--- src/rtl/spq_pkg.sv ---
`default_nettype none

package spq_pkg;

  // Default sizing of the queue
  localparam int SPQ_DEPTH     = 16;
  localparam int SPQ_PRIO_BITS = 8;

  // Fixed field widths of the item payloads
  localparam int VALUE_W = 32;
  localparam int PRIO_W  = 8;
  localparam int OCC_W   = 5;

  // Item kinds
  localparam logic KIND_INSERT = 1'b0;
  localparam logic KIND_REMOVE = 1'b1;

  // Result status codes
  typedef enum logic [1:0] {
    ST_OK        = 2'd0,
    ST_OVERFLOW  = 2'd1,
    ST_UNDERFLOW = 2'd2
  } status_t;

  typedef struct packed {
    logic                      kind;
    logic signed [VALUE_W-1:0] data_value;
    logic [PRIO_W-1:0]         priority_in;
  } in_item_t;

  typedef struct packed {
    status_t                   status;
    logic signed [VALUE_W-1:0] out_value;
    logic [PRIO_W-1:0]         out_priority;
    logic [OCC_W-1:0]          occupancy;
    logic                      is_empty;
    logic                      is_full;
  } out_item_t;

  // Per-cycle command broadcast to every cell
  typedef struct packed {
    logic ins;
    logic rem;
  } cell_ctl_t;

endpackage

`default_nettype wire

--- src/rtl/spq_cell.sv ---
`default_nettype none

module spq_cell
  import spq_pkg::*;
#(
  parameter int PW = SPQ_PRIO_BITS
) (
  input  wire logic                      clk,
  input  wire cell_ctl_t                 ctl,
  input  wire logic                      occ,
  input  wire logic signed [VALUE_W-1:0] new_value,
  input  wire logic [PW-1:0]             new_prio,
  input  wire logic signed [VALUE_W-1:0] prev_value,
  input  wire logic [PW-1:0]             prev_prio,
  input  wire logic                      prev_stay,
  input  wire logic signed [VALUE_W-1:0] next_value,
  input  wire logic [PW-1:0]             next_prio,
  output logic signed [VALUE_W-1:0]      value,
  output logic [PW-1:0]                  prio,
  output logic                           stay
);

  logic signed [VALUE_W-1:0] value_r, value_nxt;
  logic [PW-1:0]             prio_r, prio_nxt;

  // Keep the entry when it ranks at or ahead of the incoming one
  assign stay = occ && (prio_r <= new_prio);

  // Pick the next entry: hold, take the new item, or shift from a neighbour
  always_comb begin
    value_nxt = value_r;
    prio_nxt  = prio_r;
    if (ctl.ins && !stay) begin
      if (prev_stay) begin
        value_nxt = new_value;
        prio_nxt  = new_prio;
      end else begin
        value_nxt = prev_value;
        prio_nxt  = prev_prio;
      end
    end else if (ctl.rem) begin
      value_nxt = next_value;
      prio_nxt  = next_prio;
    end
  end

  always_ff @(posedge clk) begin
    value_r <= value_nxt;
    prio_r  <= prio_nxt;
  end

  assign value = value_r;
  assign prio  = prio_r;

endmodule

`default_nettype wire

--- src/rtl/sorted_priority_queue_top.sv ---
// Sorted priority queue of up to DEPTH entries, each a 32-bit value with a
// priority number; the smallest number is served first, ties leave in
// arrival order.
// Input channel (in_valid, in_stall, in_item): kind 0 inserts data_value
// with priority_in, kind 1 removes the head entry. Output channel
// (out_valid, out_stall, out_item): one result per item with status, the
// removed entry (zero otherwise), occupancy and empty/full flags.
// Storage is a row of DEPTH cells; every cell compares its priority with
// the incoming one and keeps, takes or shifts its entry.
// Each result is registered in the output register, or in the skid
// register while the output is stalled. One item per cycle while in_stall is low.
// A stalled result holds in the output register; one further item is
// caught in a skid register, after which in_stall rises until the output
// drains.
// Reset clears the entry count and both result valid flags; cell contents
// are not cleared and are never read before being written.
`default_nettype none

module sorted_priority_queue_top
  import spq_pkg::*;
#(
  parameter int DEPTH         = SPQ_DEPTH,
  parameter int PRIORITY_BITS = SPQ_PRIO_BITS
) (
  input  wire logic      clk,
  input  wire logic      rst_n,
  input  wire logic      in_valid,
  output logic           in_stall,
  input  wire in_item_t  in_item,
  output logic           out_valid,
  input  wire logic      out_stall,
  output out_item_t      out_item
);

  localparam int CW = $clog2(DEPTH + 1);
  localparam int PW = PRIORITY_BITS;

  logic [CW-1:0] count_r, count_nxt;
  logic          out_valid_r, skid_valid_r;
  out_item_t     out_r, skid_r, res;

  logic          accept, out_fire, full, empty;
  cell_ctl_t     ctl;
  logic [PW-1:0] new_prio;
  logic [PW+PRIO_W-1:0] prio_in_ext, head_prio_ext;
  logic [CW+OCC_W-1:0]  occ_ext;

  logic signed [VALUE_W-1:0] cell_value [DEPTH];
  logic [PW-1:0]             cell_prio  [DEPTH];
  logic [DEPTH-1:0]          cell_stay;

  assign in_stall = skid_valid_r;
  assign accept   = in_valid && !in_stall;
  assign out_fire = out_valid_r && !out_stall;
  assign full     = (count_r == CW'(DEPTH));
  assign empty    = (count_r == '0);

  // Use only the low PRIORITY_BITS of the incoming priority
  assign prio_in_ext = (PW + PRIO_W)'(in_item.priority_in);
  assign new_prio    = prio_in_ext[PW-1:0];

  assign ctl.ins = accept && (in_item.kind == KIND_INSERT) && !full;
  assign ctl.rem = accept && (in_item.kind == KIND_REMOVE) && !empty;

  // Row of cells, head at index 0; nothing ranks ahead of the head cell
  for (genvar i = 0; i < DEPTH; i++) begin : g_cell
    localparam int PREV = (i == 0) ? 0 : i - 1;
    localparam int NEXT = (i == DEPTH - 1) ? i : i + 1;
    logic occ;
    logic prev_stay;

    assign occ       = (CW'(i) < count_r);
    assign prev_stay = (i == 0) ? 1'b1 : cell_stay[PREV];

    spq_cell #(
      .PW(PW)
    ) u_cell (
      .clk        (clk),
      .ctl        (ctl),
      .occ        (occ),
      .new_value  (in_item.data_value),
      .new_prio   (new_prio),
      .prev_value (cell_value[PREV]),
      .prev_prio  (cell_prio[PREV]),
      .prev_stay  (prev_stay),
      .next_value (cell_value[NEXT]),
      .next_prio  (cell_prio[NEXT]),
      .value      (cell_value[i]),
      .prio       (cell_prio[i]),
      .stay       (cell_stay[i])
    );
  end

  // Advance the entry count
  always_comb begin
    count_nxt = count_r;
    if (ctl.ins) begin
      count_nxt = count_r + CW'(1);
    end else if (ctl.rem) begin
      count_nxt = count_r - CW'(1);
    end
  end

  // Build the result of the item being accepted
  assign head_prio_ext = (PW + PRIO_W)'(cell_prio[0]);
  assign occ_ext       = (CW + OCC_W)'(count_nxt);

  always_comb begin
    res              = '0;
    res.status       = ST_OK;
    res.occupancy    = occ_ext[OCC_W-1:0];
    res.is_empty     = (count_nxt == '0);
    res.is_full      = (count_nxt == CW'(DEPTH));
    if (in_item.kind == KIND_INSERT) begin
      if (full) begin
        res.status = ST_OVERFLOW;
      end
    end else begin
      if (empty) begin
        res.status = ST_UNDERFLOW;
      end else begin
        res.out_value    = cell_value[0];
        res.out_priority = head_prio_ext[PRIO_W-1:0];
      end
    end
  end

  // Count and result registers with skid stage
  always_ff @(posedge clk) begin
    if (!rst_n) begin
      count_r      <= '0;
      out_valid_r  <= 1'b0;
      skid_valid_r <= 1'b0;
    end else begin
      count_r <= count_nxt;
      if (!out_valid_r || out_fire) begin
        if (skid_valid_r) begin
          out_valid_r  <= 1'b1;
          skid_valid_r <= 1'b0;
        end else begin
          out_valid_r <= accept;
        end
      end else if (accept) begin
        skid_valid_r <= 1'b1;
      end
    end
  end

  // Result payloads
  always_ff @(posedge clk) begin
    if (!out_valid_r || out_fire) begin
      if (skid_valid_r) begin
        out_r <= skid_r;
      end else if (accept) begin
        out_r <= res;
      end
    end else if (accept) begin
      skid_r <= res;
    end
  end

  assign out_valid = out_valid_r;
  assign out_item  = out_r;

endmodule

`default_nettype wire

--- config.mk ---
export PLATFORM = sky130hd
export DESIGN_NAME = sorted_priority_queue_top
export DESIGN_NICKNAME = d
export VERILOG_FILES = /design/src/rtl/spq_pkg.sv /design/src/rtl/spq_cell.sv /design/src/rtl/sorted_priority_queue_top.sv
export SDC_FILE = /design/constraint.sdc
export NUM_CORES = 2
export LEC_CHECK = 0
export ABC_AREA = 0
export BUFFER_PORTS_ARGS = -buffer_cell sky130_fd_sc_hd__buf_2
export CAP_MARGIN = 40
export CORE_ASPECT_RATIO = 1.5
export CORE_MARGIN = 2
export CORE_UTILIZATION = 25
export CTS_CLUSTER_DIAMETER = 120
export CTS_CLUSTER_SIZE = 40
export DETAILED_ROUTE_END_ITERATION = 6
export PLACE_DENSITY_LB_ADDON = 0.3
export SLEW_MARGIN = 20
export SYNTH_ARGS = -nofsm -noshare
export SYNTH_HDL_FRONTEND = slang
export SYNTH_SLANG_ARGS = --single-unit
--- constraint.sdc ---
create_clock -name clk -period 8.2 [get_ports clk]
set_clock_uncertainty 0.05 [all_clocks]
set_input_delay 1.23 -clock clk [delete_from_list [all_inputs] [get_ports clk]]
set_output_delay 1.23 -clock clk [all_outputs]
set_load 0.005 [all_outputs]
Word level (Yosys, flattened, before mapping)
Cells that the tools add are included.
{"block": "word_totals", "regBits": 745}
{"block": "op_classes", "add_sub_neg": 2, "n_lt_le_gt_ge": 32, "eq_ne": 2, "n_mux": 100, "n_bitwise": 3, "reduce_logical": 81}
{"operator": "32-bit 2-to-1 mux", "count": 45}
{"operator": "8-bit 2-to-1 mux", "count": 45}
{"operator": "8-bit less-or-equal comparator", "count": 16}
{"operator": "49-bit 2-to-1 mux", "count": 2}
{"operator": "40-bit 2-to-1 mux", "count": 2}
{"operator": "4-bit by 5-bit less-than comparator with 1-bit output (first input constant)", "count": 8}
{"operator": "1-bit logical AND", "count": 38}
{"operator": "2-bit nonzero test", "count": 16}
{"operator": "1-bit zero test", "count": 21}
{"operator": "3-bit by 5-bit less-than comparator with 1-bit output (first input constant)", "count": 4}
{"operator": "5-bit == test (second input constant)", "count": 2}
{"operator": "5-bit zero test", "count": 2}
{"operator": "1-bit by 5-bit less-than comparator with 1-bit output (first input constant)", "count": 2}
{"operator": "2-bit by 5-bit less-than comparator with 1-bit output (first input constant)", "count": 2}
{"operator": "5-bit 2-to-1 mux", "count": 2}
{"operator": "5-bit by 1-bit adder with 5-bit output (second input constant)", "count": 1}
{"operator": "5-bit by 1-bit subtractor with 5-bit output (second input constant)", "count": 1}
{"operator": "2-bit 2-to-1 mux", "count": 2}
{"operator": "2-bit AND reduction", "count": 2}
{"operator": "1-bit inverter", "count": 3}
{"operator": "1-bit 2-to-1 mux", "count": 2}
{"operator": "2-bit OR reduction", "count": 1}
{"operator": "1-bit logical OR", "count": 1}

Longest topological paths before layout
{"block": "logic_depth", "depth_word": 9, "mapped_depth": 12}

Cells and area by module
Synthesis repeated with hierarchy kept, for this count alone.
{"block": "unflattened", "cells_unflattened": 2968, "area_unflattened_um2": 44760.4}
{"module": "spq_cell", "n_inst": 16, "cells_per_inst": 167, "area_per_inst_um2": 2516.2, "seq_area_each_um2": 1201.2}
{"module": "sorted_priority_queue_top", "n_inst": 1, "cells_per_inst": 296, "area_per_inst_um2": 4501.8, "seq_area_each_um2": 3083.0}

Worst setup path after synthesis
No wires, ideal clock.
{"block": "synth_timing", "path_kind": "input -> register", "from": "input port in_item[7] (netlist name)", "to": "register g_cell[6].u_cell.prio_r[0], enable pin", "arrival_time_ns": 6.066, "path_slack_ns": 1.592, "stages": 10, "n_path_buf": 4, "path_cell_list": "clkbuf_1 > clkbuf_1 > inv_1 > ha_1 > nand4_1 > a211o_1 > and2_1 > clkbuf_1 > clkbuf_1 > o21ai_0"}
{"block": "synth_between", "elab_chain_cells": 5}
{"element": "from (decl)", "line": "sorted_priority_queue_top.sv:29", "rtl": "input wire in_item_t in_item,"}
{"element": "8-bit less-or-equal comparator", "line": "spq_cell.sv:27", "rtl": "assign stay = occ && (prio_r <= new_prio);"}
{"element": "1-bit logical AND", "line": "spq_cell.sv:27"}
{"element": "1-bit zero test", "line": "spq_cell.sv:33", "rtl": "if (ctl.ins && !stay) begin"}
{"element": "1-bit logical AND", "line": "spq_cell.sv:33"}
{"element": "2-bit nonzero test (no source line)"}
{"element": "to (signal assigned)", "line": "spq_cell.sv:49", "rtl": "prio_r <= prio_nxt;"}
{"element": "to (decl)", "line": "spq_cell.sv:24", "rtl": "logic [PW-1:0] prio_r, prio_nxt;"}
No other way between the ends.
A chain may end at the register's enable or synchronous reset.

Worst setup path in the final report
{"block": "layout_timing", "from": "input port in_item[5] (netlist name)", "to": "register g_cell[12].u_cell.value_r[31] (data pin)"}
{"block": "layout_between", "elab_chain_cells": 5, "elab_cells_between_ends": 8, "classes_between": "2 x order compare; 2 x mux; 4 x reduce/logical"}
{"element": "8-bit less-or-equal comparator", "line": "spq_cell.sv:27"}
{"element": "1-bit logical AND", "line": "spq_cell.sv:27"}
{"element": "1-bit zero test", "line": "spq_cell.sv:33"}
{"element": "1-bit logical AND", "line": "spq_cell.sv:33"}
{"element": "32-bit 2-to-1 mux *", "line": "spq_cell.sv:33"}
{"element": "via g_cell[12].u_cell.value_nxt[31]", "line": "spq_cell.sv:23", "rtl": "logic signed [VALUE_W-1:0] value_r, value_nxt;"}
{"element": "to (signal assigned)", "line": "spq_cell.sv:48", "rtl": "value_r <= value_nxt;"}
{"element": "to (decl)", "line": "spq_cell.sv:23"}
Mark *: on every way through the listed nets, which the timed path passes. The rest lies on a longest branch.

==> key figures <==
Run status
  • Status: completed

Timing
  • Fin crit share: 59.5%
  • Worst Tran Pin Value: 0.854 ns
  • Rel. slew slack: 43.1%
  • Hold Vio Cnt, Final: 0
  • Final min period: 4.88 ns
  • Slew Viols, Final: 0
  • Final Hold Slack: 0.494 ns
  • RSZ-0062 raised after global routing: no
  • Setup violators final: 0
  • Peak Freq: 205 MHz
  • Sum Neg Setup Slack: 0 ns

Critical path
  • Worst Path Arrival: 5.22 ns
  • Slowest cell on crit path: buf_4
  • Max incr delay on CP: 0.72 ns
  • Cells on worst reg2reg path: 8
  • CP most frequent cell: o21ai_0
  • Capture point of the worst reg-to-reg path: g_cell[0].u_cell.value[1]$_DFFE_PP_
  • Flop2flop setup slack: 4.27 ns
  • Crit path kind: input pin to register
  • Crit end category: register
  • WP data required: 8.54 ns
  • Critical Path Start Type: input pin
  • R2r startpoint: count_r[1]$_SDFF_PN0_
  • CP Cell Sequence: buf_2 -> inv_1 -> ha_1 -> a21oi_1 -> o21ai_0 -> o21ai_0 -> nand2_2 -> buf_4 -> mux2i_1 -> o21ai_0
  • Critical path fanouts, max: 26

Cells and area
  • Share of layout cells above drive strength 1: 13.0%
  • Final nets: 3,455
  • Fillers: 16,300
  • Layout Cells excl Fill: 5,360
  • FF+latch area: 22,300 um2
  • Area Growth Syn to Fin: 9.96%
  • Area of the multi-input gates: 16,300 um2

Hold path
  • Hold Path Class: register to register
  • Hold endpoint: g_cell[14].u_cell.value[6]$_DFFE_PP_
  • Hold path depth: 1
  • HP Start: g_cell[15].u_cell.value[6]$_DFFE_PP_

GRT
  • Number of global-route vias before repair: 27,100
  • First-pass GRT wire length: 182,000 um
  • Largest net degree at the start of global routing: 63
  • Antenna violations before repair: 16
  • Final global-route overflow total: 0
  • All-Layer GR Usage: 14.9%

Floorplan
  • Die Ht: 491 um
  • Total die area: 161,000 um2
  • Rows: 178
  • Die width: 329 um
  • I/O pin count: 96
  • Initial Util: 25.2%
  • Area of the core: 157,000 um2

Yosys
  • Syn_area_per_cell: 11.9 um2
  • Top cells by area, synth: edfxtp_1, mux2i_1, ha_1
  • Cell variety after synth: 70
  • Sequential area share after synthesis: 56.4%
  • Commonest cells in the netlist: edfxtp_1, mux2i_1, nand2_1
  • Mapped cell area: 39,500 um2
  • Syn Nets: 3,498
  • Asr flop ratio synth: 0%
  • YS warnings: 0
  • #FFs+latches synth: 745
  • Post-synth EDFFs: 738
  • Mapped Cells: 3,321
  • Post-synth top area cell: edfxtp_1
  • Primary FF master, synth: edfxtp_1
  • Share of the synthesized area in the top cell type: 56.0%
  • Most common cell in the netlist: edfxtp_1

CTS
  • Root buf cell: clkbuf_16
  • Hold-fix buffers at CTS: 0
  • Clock Latency Late Sink: 0.65 ns
  • TritonCTS Buffers: 22
  • Clock buffer depth: 3
  • Postcts setup bufs: 0
  • Worst-path clk slew: 0.15 ns
  • Sink Count: 745
  • CTS tree: built
  • CTS H-Tree Depth: 1
  • Resized Gates After CTS: 0

Power
  • Maximum VDD drop: 0.208 mV
  • Pleak: 0.0157 uW
  • Total power: 11,200 uW
  • Pwr Density: 257 nW/um2

Drt
  • Vias per cell: 4.90
  • DRT Wirelength: 124,000 um
  • Initial DRC count: 2,060
  • Residual DRC: 0
  • WL/cell: 23.1 um
  • Post-route ant nets: 0
  • Vias post-DR: 26,300
  • DRT Pass-1 Iters: 5

Run
  • Maxcap violations: 0

Placed design
  • Placed Instances: 5,320
  • Gpl congestion: 0.842
  • Dpl hpwl: 81,000 um
  • Port buffer count: 95
-- placed cells by master, fill, tap and decap left out, types with 21 or more instances in the layout --
cell,n
edfxtp_1,738
mux2i_1,476
nand2_1,387
o21ai_0,292
a21oi_1,265
nor2_1,252
mux2_2,138
ha_1,132
buf_2,95
buf_4,54
mux2_1,47
and2_1,44
a31oi_1,42
inv_1,26
nand4_1,26
clkbuf_16,23
nor2b_1,21
-- report_power, final --
group	switching, uW	internal [uW]
Combinational	2270	1380
Clock	1170	530
Sequential	481	5340
-- flip-flops by register name, summed over array words and instances, names as in the netlist --
register	flops
out_item	49
in_stall	1
count_r	5
g_cell.u_cell.prio	128
out_valid	1
g_cell.u_cell.value	512
skid_r	49
-- cell type report --
cell class,count,area share [%]
antenna,3,0.0173
clock buffer,31,1.39
clock inverter,2,0.0432
inverter,27,0.233
multi-input combinational,2304,37.5
sequential,745,51.3
tap,2070,5.96
timing repair buffer,178,3.59
-- critical path: cells and delay by family --
kind	cells	cell delay (ns)
AOI/OAI and AO/OA	4	1.02
adders and majority gates	1	0.47
buffers and inverters	3	1.48
muxes	1	0.38
and+or+nand+nor	1	0.62
-- logic make-up after synthesis --
kind of cell             after synthesis  share of synthesized area, %
AO/OA/AOI/OAI                        683                          9.43
XOR/XNOR                               3                        0.0664
adder cells (fa/ha/maj)              132                          4.18
buffers and inverters                272                          3.15
flip-flops                           745                          56.4
multiplexers                         680                          18.0
AND/OR/NAND/NOR                      806                          8.76
-- worst max-delay path by stage --
stage                                            end  cells after the start       start  slack [ns]
3_5_place_dp   g_cell[12].u_cell.value[31]$_DFFE_PP_                     10  in_item[5]        2.80
5_1_grt        g_cell[12].u_cell.value[31]$_DFFE_PP_                     10  in_item[5]        3.25
3_3_place_gp      g_cell[5].u_cell.prio[3]$_DFFE_PP_                     10  in_item[1]        2.84
6_report       g_cell[12].u_cell.value[31]$_DFFE_PP_                     10  in_item[5]        3.32
4_1_cts        g_cell[12].u_cell.value[31]$_DFFE_PP_                     10  in_item[5]        3.49
2_1_floorplan     g_cell[6].u_cell.prio[0]$_DFFE_PP_                     10  in_item[7]        1.59
-- layer usage --
| metal | GRT usage [%] | share of wire (%) | vias up |
|---|---|---|---|
| met2 | 27.8 | 53 | 572 |
| li1 | - | - | 12100 |
| met5 | 0 | 0.093 | - |
| met4 | 4.02 | 2.7 | 20 |
| met1 | 18.0 | 41 | 13400 |
| met3 | 1.47 | 3.7 | 167 |
-- metrics by stage --
stage / cell area (um2) / setup WS (ns) / utilization, %
floorplan: 39500 / 1.59 / -
global placement: 42200 / 2.84 / 26.9
detailed placement: 42800 / 2.80 / 27.3
CTS: 43400 / 3.49 / 27.6
global route: 43500 / 3.25 / 27.7
finish: 43500 / 3.32 / 27.7
Power figures use the tool's default switching activity.
